--- src/hdl/lljd_pkg.sv ---
// ----------------------------------------------------------------------------
// lljd_pkg
// Shared types and constants for the least-loaded job dispatcher.
// ----------------------------------------------------------------------------
package lljd_pkg;

  localparam int MAX_COUNTERS = 16;
  localparam int MAX_SLOTS    = 256;
  localparam int CTR_W        = $clog2(MAX_COUNTERS);
  localparam int NUM_W        = 5;
  localparam int SLOT_W       = $clog2(MAX_SLOTS);
  localparam int LOAD_W       = 32;
  localparam int JOB_W        = 16;
  localparam int WAIT_W       = 48;
  localparam int OUT_W        = 128;

  localparam logic [SLOT_W-1:0] SLOT_MAX = SLOT_W'(MAX_SLOTS - 1);

  // candidate handed from cell to cell during the minimum scan
  typedef struct packed {
    logic              run;
    logic              has;
    logic [LOAD_W-1:0] load;
    logic [SLOT_W-1:0] cnt;
    logic [CTR_W-1:0]  idx;
  } lljd_tok_t;

  // write-back command broadcast to the cells
  typedef struct packed {
    logic              clear;
    logic              wr;
    logic [CTR_W-1:0]  idx;
    logic [LOAD_W-1:0] load;
    logic [SLOT_W-1:0] cnt;
  } lljd_cmd_t;

endpackage

--- src/hdl/lljd_cell.sv ---
// ----------------------------------------------------------------------------
// lljd_cell
// One counter: holds its load and job count, and passes the running
// minimum candidate on to the next cell.
// ----------------------------------------------------------------------------
module lljd_cell
  import lljd_pkg::*;
(
  input  logic             clk,
  input  logic             rst_n,
  input  logic [CTR_W-1:0] cell_idx,
  input  logic             active,
  input  lljd_cmd_t        cmd,
  input  lljd_tok_t        tok_in,
  output lljd_tok_t        tok_out
);

  logic [LOAD_W-1:0] load_r, load_nxt;
  logic [SLOT_W-1:0] cnt_r, cnt_nxt;
  lljd_tok_t         tok_r, tok_nxt;
  logic              take;

  assign take = active && (!tok_in.has || (load_r < tok_in.load));

  always_comb begin
    load_nxt = load_r;
    cnt_nxt  = cnt_r;
    if (cmd.clear) begin
      load_nxt = '0;
      cnt_nxt  = '0;
    end else if (cmd.wr && (cmd.idx == cell_idx)) begin
      load_nxt = cmd.load;
      cnt_nxt  = cmd.cnt;
    end
  end

  always_comb begin
    tok_nxt     = tok_in;
    tok_nxt.run = tok_in.run;
    if (tok_in.run && take) begin
      tok_nxt.has  = 1'b1;
      tok_nxt.load = load_r;
      tok_nxt.cnt  = cnt_r;
      tok_nxt.idx  = cell_idx;
    end
  end

  always_ff @(posedge clk) begin
    if (!rst_n) begin
      load_r <= '0;
      cnt_r  <= '0;
      tok_r  <= '0;
    end else begin
      load_r <= load_nxt;
      cnt_r  <= cnt_nxt;
      tok_r  <= tok_nxt;
    end
  end

  assign tok_out = tok_r;

endmodule

--- src/hdl/least_loaded_job_dispatch.sv ---
// ----------------------------------------------------------------------------
// least_loaded_job_dispatch
// Greedy list scheduler: places each job on the least loaded counter.
// ----------------------------------------------------------------------------
// Input channel in_*: one job per transaction, job_time in in_tdata and the
// first-of-batch flag in in_tuser. A set flag clears all loads, job counts,
// the peak load, the waiting total and the saturation flag before the
// job is placed.
// Result channel out_*: one transaction per job with the chosen counter,
// its slot, the start time, the peak load, the waiting total and the
// sticky saturation flag.
// Configuration: cfg_we writes cfg_wdata into num_counters (0 acts as 1,
// values above 16 act as 16). Write only while the block is idle.
// Timing: the minimum search is a row of 16 cells; the candidate moves one
// cell per cycle. A job passes through ST_LAUNCH, ST_SCAN and ST_UPDATE,
// and no new job is accepted before the block is back in ST_IDLE.
// in_tready is high only while no job is in work.
// A finished result sits in an output register; the next job is accepted
// and scanned while it waits, and its write-back holds until the register
// frees. Reset sets num_counters to 1 and clears all but the data registers.
// ----------------------------------------------------------------------------
module least_loaded_job_dispatch
  import lljd_pkg::*;
(
  input  logic             clk,
  input  logic             rst_n,
  input  logic             cfg_we,
  input  logic [NUM_W-1:0] cfg_wdata,
  input  logic             in_tvalid,
  output logic             in_tready,
  input  logic [JOB_W-1:0] in_tdata,   // [15:0] job_time
  input  logic             in_tuser,   // [0] first_of_batch
  output logic             out_tvalid,
  input  logic             out_tready,
  output logic [OUT_W-1:0] out_tdata   // [3:0] assigned_counter, [11:4] slot_on_counter,
                                       // [43:12] start_time, [75:44] peak_load,
                                       // [123:76] total_waiting, [124] saturated
);

  typedef enum logic [3:0] {
    ST_IDLE   = 4'b0001,
    ST_LAUNCH = 4'b0010,
    ST_SCAN   = 4'b0100,
    ST_UPDATE = 4'b1000
  } state_t;

  state_t            state_r, state_nxt;
  logic [NUM_W-1:0]  num_r;
  logic [NUM_W-1:0]  act_cnt;
  logic [JOB_W-1:0]  job_r;
  logic [CTR_W-1:0]  best_idx_r;
  logic [LOAD_W-1:0] best_load_r;
  logic [SLOT_W-1:0] best_cnt_r;
  logic [LOAD_W-1:0] max_r, max_nxt;
  logic [WAIT_W-1:0] wait_r, wait_nxt;
  logic              sat_r, sat_nxt;
  logic              out_valid_r;
  logic [OUT_W-1:0]  out_data_r;

  logic              in_acc;
  logic              upd_go;
  logic [LOAD_W:0]   load_sum;
  logic [LOAD_W-1:0] new_load;
  logic [SLOT_W-1:0] new_cnt;
  logic [WAIT_W:0]   wait_sum;
  lljd_cmd_t         cmd;
  lljd_tok_t         tok [MAX_COUNTERS+1];

  assign in_tready = (state_r == ST_IDLE);
  assign in_acc    = in_tvalid && in_tready;
  assign upd_go    = (state_r == ST_UPDATE) && (!out_valid_r || out_tready);

  always_comb begin
    if (num_r == '0) begin
      act_cnt = NUM_W'(1);
    end else if (num_r > NUM_W'(MAX_COUNTERS)) begin
      act_cnt = NUM_W'(MAX_COUNTERS);
    end else begin
      act_cnt = num_r;
    end
  end

  always_comb begin
    tok[0]      = '0;
    tok[0].run  = (state_r == ST_LAUNCH);
  end

  for (genvar g = 0; g < MAX_COUNTERS; g++) begin : g_cell
    lljd_cell u_cell (
      .clk      (clk),
      .rst_n    (rst_n),
      .cell_idx (CTR_W'(g)),
      .active   (NUM_W'(g) < act_cnt),
      .cmd      (cmd),
      .tok_in   (tok[g]),
      .tok_out  (tok[g+1])
    );
  end

  assign load_sum = {1'b0, best_load_r} + {{(LOAD_W+1-JOB_W){1'b0}}, job_r};
  assign new_load = load_sum[LOAD_W] ? '1 : load_sum[LOAD_W-1:0];
  assign new_cnt  = (best_cnt_r == SLOT_MAX) ? SLOT_MAX : best_cnt_r + SLOT_W'(1);
  assign wait_sum = {1'b0, wait_r} + {{(WAIT_W+1-LOAD_W){1'b0}}, best_load_r};

  always_comb begin
    cmd       = '0;
    cmd.clear = in_acc && in_tuser;
    cmd.wr    = upd_go;
    cmd.idx   = best_idx_r;
    cmd.load  = new_load;
    cmd.cnt   = new_cnt;
  end

  always_comb begin
    max_nxt  = max_r;
    wait_nxt = wait_r;
    sat_nxt  = sat_r;
    if (cmd.clear) begin
      max_nxt  = '0;
      wait_nxt = '0;
      sat_nxt  = 1'b0;
    end else if (upd_go) begin
      max_nxt  = (new_load > max_r) ? new_load : max_r;
      wait_nxt = wait_sum[WAIT_W] ? '1 : wait_sum[WAIT_W-1:0];
      sat_nxt  = sat_r || load_sum[LOAD_W] || wait_sum[WAIT_W] ||
                 (best_cnt_r == SLOT_MAX);
    end
  end

  always_comb begin
    state_nxt = state_r;
    case (state_r)
      ST_IDLE:   if (in_acc) state_nxt = ST_LAUNCH;
      ST_LAUNCH: state_nxt = ST_SCAN;
      ST_SCAN:   if (tok[MAX_COUNTERS].run) state_nxt = ST_UPDATE;
      ST_UPDATE: if (upd_go) state_nxt = ST_IDLE;
      default:   state_nxt = ST_IDLE;
    endcase
  end

  always_ff @(posedge clk) begin
    if (!rst_n) begin
      state_r     <= ST_IDLE;
      num_r       <= NUM_W'(1);
      max_r       <= '0;
      wait_r      <= '0;
      sat_r       <= 1'b0;
      out_valid_r <= 1'b0;
    end else begin
      state_r <= state_nxt;
      max_r   <= max_nxt;
      wait_r  <= wait_nxt;
      sat_r   <= sat_nxt;
      if (cfg_we) begin
        num_r <= cfg_wdata;
      end
      if (upd_go) begin
        out_valid_r <= 1'b1;
      end else if (out_tready) begin
        out_valid_r <= 1'b0;
      end
    end
  end

  always_ff @(posedge clk) begin
    if (in_acc) begin
      job_r <= in_tdata;
    end
    if ((state_r == ST_SCAN) && tok[MAX_COUNTERS].run) begin
      best_idx_r  <= tok[MAX_COUNTERS].idx;
      best_load_r <= tok[MAX_COUNTERS].load;
      best_cnt_r  <= tok[MAX_COUNTERS].cnt;
    end
    if (upd_go) begin
      out_data_r <= {3'b000, sat_nxt, wait_nxt, max_nxt, best_load_r,
                     best_cnt_r, best_idx_r};
    end
  end

  assign out_tvalid = out_valid_r;
  assign out_tdata  = out_data_r;

endmodule
--- config.mk ---
export PLATFORM = sky130hd
export DESIGN_NAME = least_loaded_job_dispatch
export DESIGN_NICKNAME = d
export VERILOG_FILES = /design/src/hdl/lljd_pkg.sv /design/src/hdl/lljd_cell.sv /design/src/hdl/least_loaded_job_dispatch.sv
export SDC_FILE = /design/constraint.sdc
export NUM_CORES = 2
export LEC_CHECK = 0
export BUFFER_PORTS_ARGS = -buffer_cell sky130_fd_sc_hd__buf_2
export CAP_MARGIN = 20
export CORE_MARGIN = 4
export CORE_UTILIZATION = 60
export CTS_CLUSTER_SIZE = 16
export DETAILED_ROUTE_END_ITERATION = 10
export HOLD_SLACK_MARGIN = 0.15
export PLACE_DENSITY = 0.89
export SLEW_MARGIN = 20
export SYNTH_ARGS = -nofsm -noshare
export SYNTH_HDL_FRONTEND = slang
export SYNTH_HIERARCHICAL = 1
export SYNTH_SLANG_ARGS = --single-unit
--- constraint.sdc ---
create_clock -name clk -period 8.6 [get_ports clk]
set_input_delay 0.43 -clock clk [delete_from_list [all_inputs] [get_ports clk]]
set_output_delay 0.43 -clock clk [all_outputs]
set_load 0.005 [all_outputs]
# Yosys cells after proc, flatten, opt, wreduce, memory -nomap -nowiden
# Cells that the tools add are included.
# classes
div_mod_pow,0
magnitude_cmp,33
n_bitwise,1
n_eq_ne,23
add_sub_neg,3
shifts,0
mux,34
n_reduce_logical,106
n_mul,0
# op_table
cell,n
$mux 45,15
$lt 32x32->1,15
$mux 48,3
$mux 32,4
$logic_and 1x1->1,51
$add 48x32->49,1
$mux 44,1
$lt 4x5->1 const A,8
$eq 4x4->1 const B,9
$add 32x16->33,1
$gt 32x32->1,1
$reduce_or 2->1,15
$eq 4x3->1 const B,5
$lt 3x5->1 const A,4
$logic_or 1x1->1,19
$logic_not 1->1,16
$pmux 4 s4,1
$eq 4x2->1 const B,3
$mux 4,3
$lt 1x5->1 const A,2
$lt 2x5->1 const A,2
$mux 5,2
$add 8x1->8 const B,1
$eq 4x1->1 const B,2
12 further kinds,16
# word_totals
input_bits,27
latchBits,0
mem_bits_ro,0
mem_count,0
ramBits,0
ff_bits,1651
out_inout_bits,130
wordCells,336

# Depth between registers and ports, before layout
# depth
word_depth,7
mapped_depth,22
depth_no_buf,19

# Hierarchy
# Netlist, hierarchy kept.
# modules_own_cells
module,seq_area_each_um2,n_inst,cells_per_inst,area_per_inst_um2
lljd_cell (g_cell[0].u_cell ...),1721.7,15,449,4071.4
least_loaded_job_dispatch,7377.1,1,1343,13979.7
lljd_cell (g_cell[9].u_cell),1721.7,1,447,4071.4

# Worst setup path before layout
# No wires, ideal clock.
# synth_timing
path_kind,flip-flop to flip-flop
start,reg state_r[1]
end,reg g_cell[0].u_cell.cnt_r[4]
t_required_ns,8.472
period_less_slack_ns,6.568
setup_time_ns,0.128
slack_ns,2.032
arrival_time_ns,6.440
stages_incl_launch_ff,13
path_buffers,5
path_cell_list,dfxtp_1 > clkbuf_1 > nor4b_2 > nand2b_1 > clkbuf_1 > clkinv_1 > clkbuf_1 > buf_1 > nand2_1 > nor4_1 > buf_2 > mux2i_1 > nor2_1
# synth_lines
item,line_no,source
"start, declared",least_loaded_job_dispatch.sv:47,"state_t state_r, state_nxt;"
"start signal, assigned",least_loaded_job_dispatch.sv:150,state_r <= state_nxt;
"end signal, assigned",lljd_cell.sv:55,cnt_r <= cnt_nxt;
"end, declared",lljd_cell.sv:19,"logic [SLOT_W-1:0] cnt_r, cnt_nxt;"

==> flow_metrics.env <==
export IMPL_clk_path_buf_depth=3
export IMPL_start_util_pct=60.8
export IMPL_cts_root_buf="clkbuf_16"
export IMPL_first_pass_iters=7
export IMPL_worstPathArrival_ns=7.06
export IMPL_rrSetupSlack_ns=2.09
export IMPL_ir_worst_vdd_mv=0.194
export IMPL_crit_chain="ha_1 -> fa_1 -> a21oi_1 -> o22ai_1 -> o211ai_1 -> o31a_1 -> or3_1 -> buf_4 -> nand2_1 -> ha_1 -> nand4_1 -> nor3_1 -> a21boi_0 -> o41a_1 -> o21ai_1 -> buf_4 -> nand2_1 -> and3_1"
export IMPL_min_path_type="primary input to flop"
export IMPL_clkTransAtPathRegs_ns=0.06
export IMPL_cts_tree="built"
export IMPL_final_hold_viol_count=0
export IMPL_critPathCaptureType="flop"
export IMPL_synth_area_mm2=0.0791
export IMPL_grt_pass1_wl_um=322000
export IMPL_ctsResizeCount=0
export IMPL_finClkSkew_ns=0.0237
export IMPL_viasPerCell=5.76
export IMPL_critPathLaunchType="flop"
export IMPL_fp_dieH_um=371
export IMPL_maxCapViolCount=0
export IMPL_cts_buffers=163
export IMPL_crit_required_ns=9.15
export IMPL_routabilityCongestion=0.939
export IMPL_drive_gt1_share_pct=6.35
export IMPL_clock_latency_ns=0.81
export IMPL_ioPinCount=157
export IMPL_drv_slew=0
export IMPL_rsz0062_at_grt="false"
export IMPL_gr_total_overflow=0
export IMPL_synthCells=8522
export IMPL_r2r_end="out_tdata[57]"
export IMPL_place_area_mm2=0.0809
export IMPL_r2r_cells=18
export IMPL_slowest_stage="o21ai_1"
export IMPL_worstMarginPinSlew_ns=1.20
export IMPL_avgSynthCellArea_um2=9.28
export IMPL_rows=132
export IMPL_min_delay_start="rst_n"
export IMPL_max_freq_mhz=154
export IMPL_yosysWarnings=6
export IMPL_hpwl_um=138000
export IMPL_slew_limit_headroom_pct=19.2
export IMPL_grt_pass1_vias=62300
export IMPL_r2r_start="best_load_r[0]"
export IMPL_routed_wl_um=204000
export IMPL_grt_max_degree=253
export IMPL_crit_family="compound AO/OA/AOI/OAI gates"
export IMPL_vias=61100
export IMPL_cp_slowest_stage_delay_ns=0.59
export IMPL_cp_num_buf_inv=2
export IMPL_area_delta_synth_final_pct=9.61
export IMPL_path_max_fanout=17
export IMPL_finalNetCount=9347
export IMPL_p_leak_nw=31.0
export IMPL_drc=0
export IMPL_fin_crit_sh_pct=75.7
export IMPL_wire_per_inst_um=19.3
export IMPL_dieArea_mm2=0.138
export IMPL_period_minus_slack_ns=6.51
export IMPL_core_mm2=0.130
export IMPL_holdPathEnd="wait_r[8]"
export IMPL_status="completed"
export IMPL_clock_sinks=1651
export IMPL_min_delay_path_depth=2
export IMPL_tns_ns=0
export IMPL_critPathKind="flop to flop"
export IMPL_ant_nets=0
export IMPL_drt_iter0_drc=5287
export IMPL_grt_use_total_pct=28.9
export IMPL_io_buffers=153
export IMPL_die_x_um=371
export IMPL_fin_area_mm2=0.0867
export IMPL_antenna_found_initial=3
export IMPL_setup_viol=0
export IMPL_h_tree_depth=4
export IMPL_power_density_mw_per_mm2=181
-- per-layer routing --
layer,global-route usage [%],part of all wire [%]
met1,32.4,38
met2,51.0,49
met3,5.01,6.7
met4,17.7,5.9
met5,0,0.0064
-- layout make-up --
class	instances	area (µm²)
flip-flops and latches	1651	34900
clock inverters	57	772
diodes	1	2.50
multi-input cells	6099	40300
fillers	9266	43500
well taps	1742	2180
repair buffers	272	1800
inverters	554	2080
clock buffers	228	4670
-- worst max path at each step --
| stage | from | endpoint | slack [ns] | depth (start not counted) |
|---|---|---|---|---|
| finish | best_load_r[0] | out_tdata[57] | 2.09 | 18 |
| global route | best_load_r[0] | out_tdata[69] | 1.70 | 19 |
| CTS | best_load_r[0] | out_tdata[57] | 2.21 | 18 |
| detailed placement | best_load_r[0] | out_tdata[57] | 2.26 | 18 |
| global placement | best_load_r[0] | out_tdata[63] | 2.34 | 18 |
| floorplan | state_r[1] | g_cell[0].u_cell/cnt_r[4] | 2.03 | 12 |
-- through the flow --
step	hold WS [ns]	cells	setup slack (ns)	power, W	utilization, %
after detailed placement	0.389	10300	2.26	0.00855	62.2
final	0.215	10600	2.09	0.0157	66.6
after global placement	0.386	10300	2.34	0.00853	62.2
after CTS	0.175	10600	2.21	0.0157	66.6
after global routing	0.228	10600	1.70	0.0161	66.6
after floorplan	0.386	8732	2.03	0.00838	-
-- flip-flops by register name (all words and copies together), names as in the netlist, 5 cells and up --
name,flops
out_tdata,125
max_r,32
g_cell.u_cell/load_r,512
num_r,5
job_r,16
g_cell.u_cell/cnt_r,128
best_cnt_r,8
best_load_r,32
g_cell.u_cell/tok_out,735
wait_r,48
-- cell usage in the layout, fill, tap and decap left out, types with 104 or more instances in the layout --
| cell | count |
|---|---|
| a21oi_1 | 313 |
| buf_2 | 152 |
| clkbuf_16 | 166 |
| conb_1 | 212 |
| dfxtp_1 | 1466 |
| edfxtp_1 | 185 |
| ha_1 | 577 |
| inv_1 | 551 |
| mux2i_1 | 1359 |
| nand2_1 | 1732 |
| nand3_1 | 104 |
| nor2_1 | 881 |
| nor3_1 | 121 |
| o21ai_0 | 135 |
-- report_power, final --
part	internal [W]	total, W	leakage, nW	switching [W]
Combinational	0.000132	0.000585	14.7	0.000452
Sequential	0.00782	0.00784	13.6	0.0000262
Clock	0.00418	0.00727	2.68	0.00309
Total	0.0121	0.0157	31.0	0.00356
-- timing repair --
| action | in CTS | in global routing |
|---|---|---|
| endpoints found under the setup margin | 0 | 0 |
| setup buffers | 0 | 0 |
| endpoints found under the hold margin | 25 | 0 |
| hold buffers | 28 | 0 |
(Power assumes the default switching activity.)
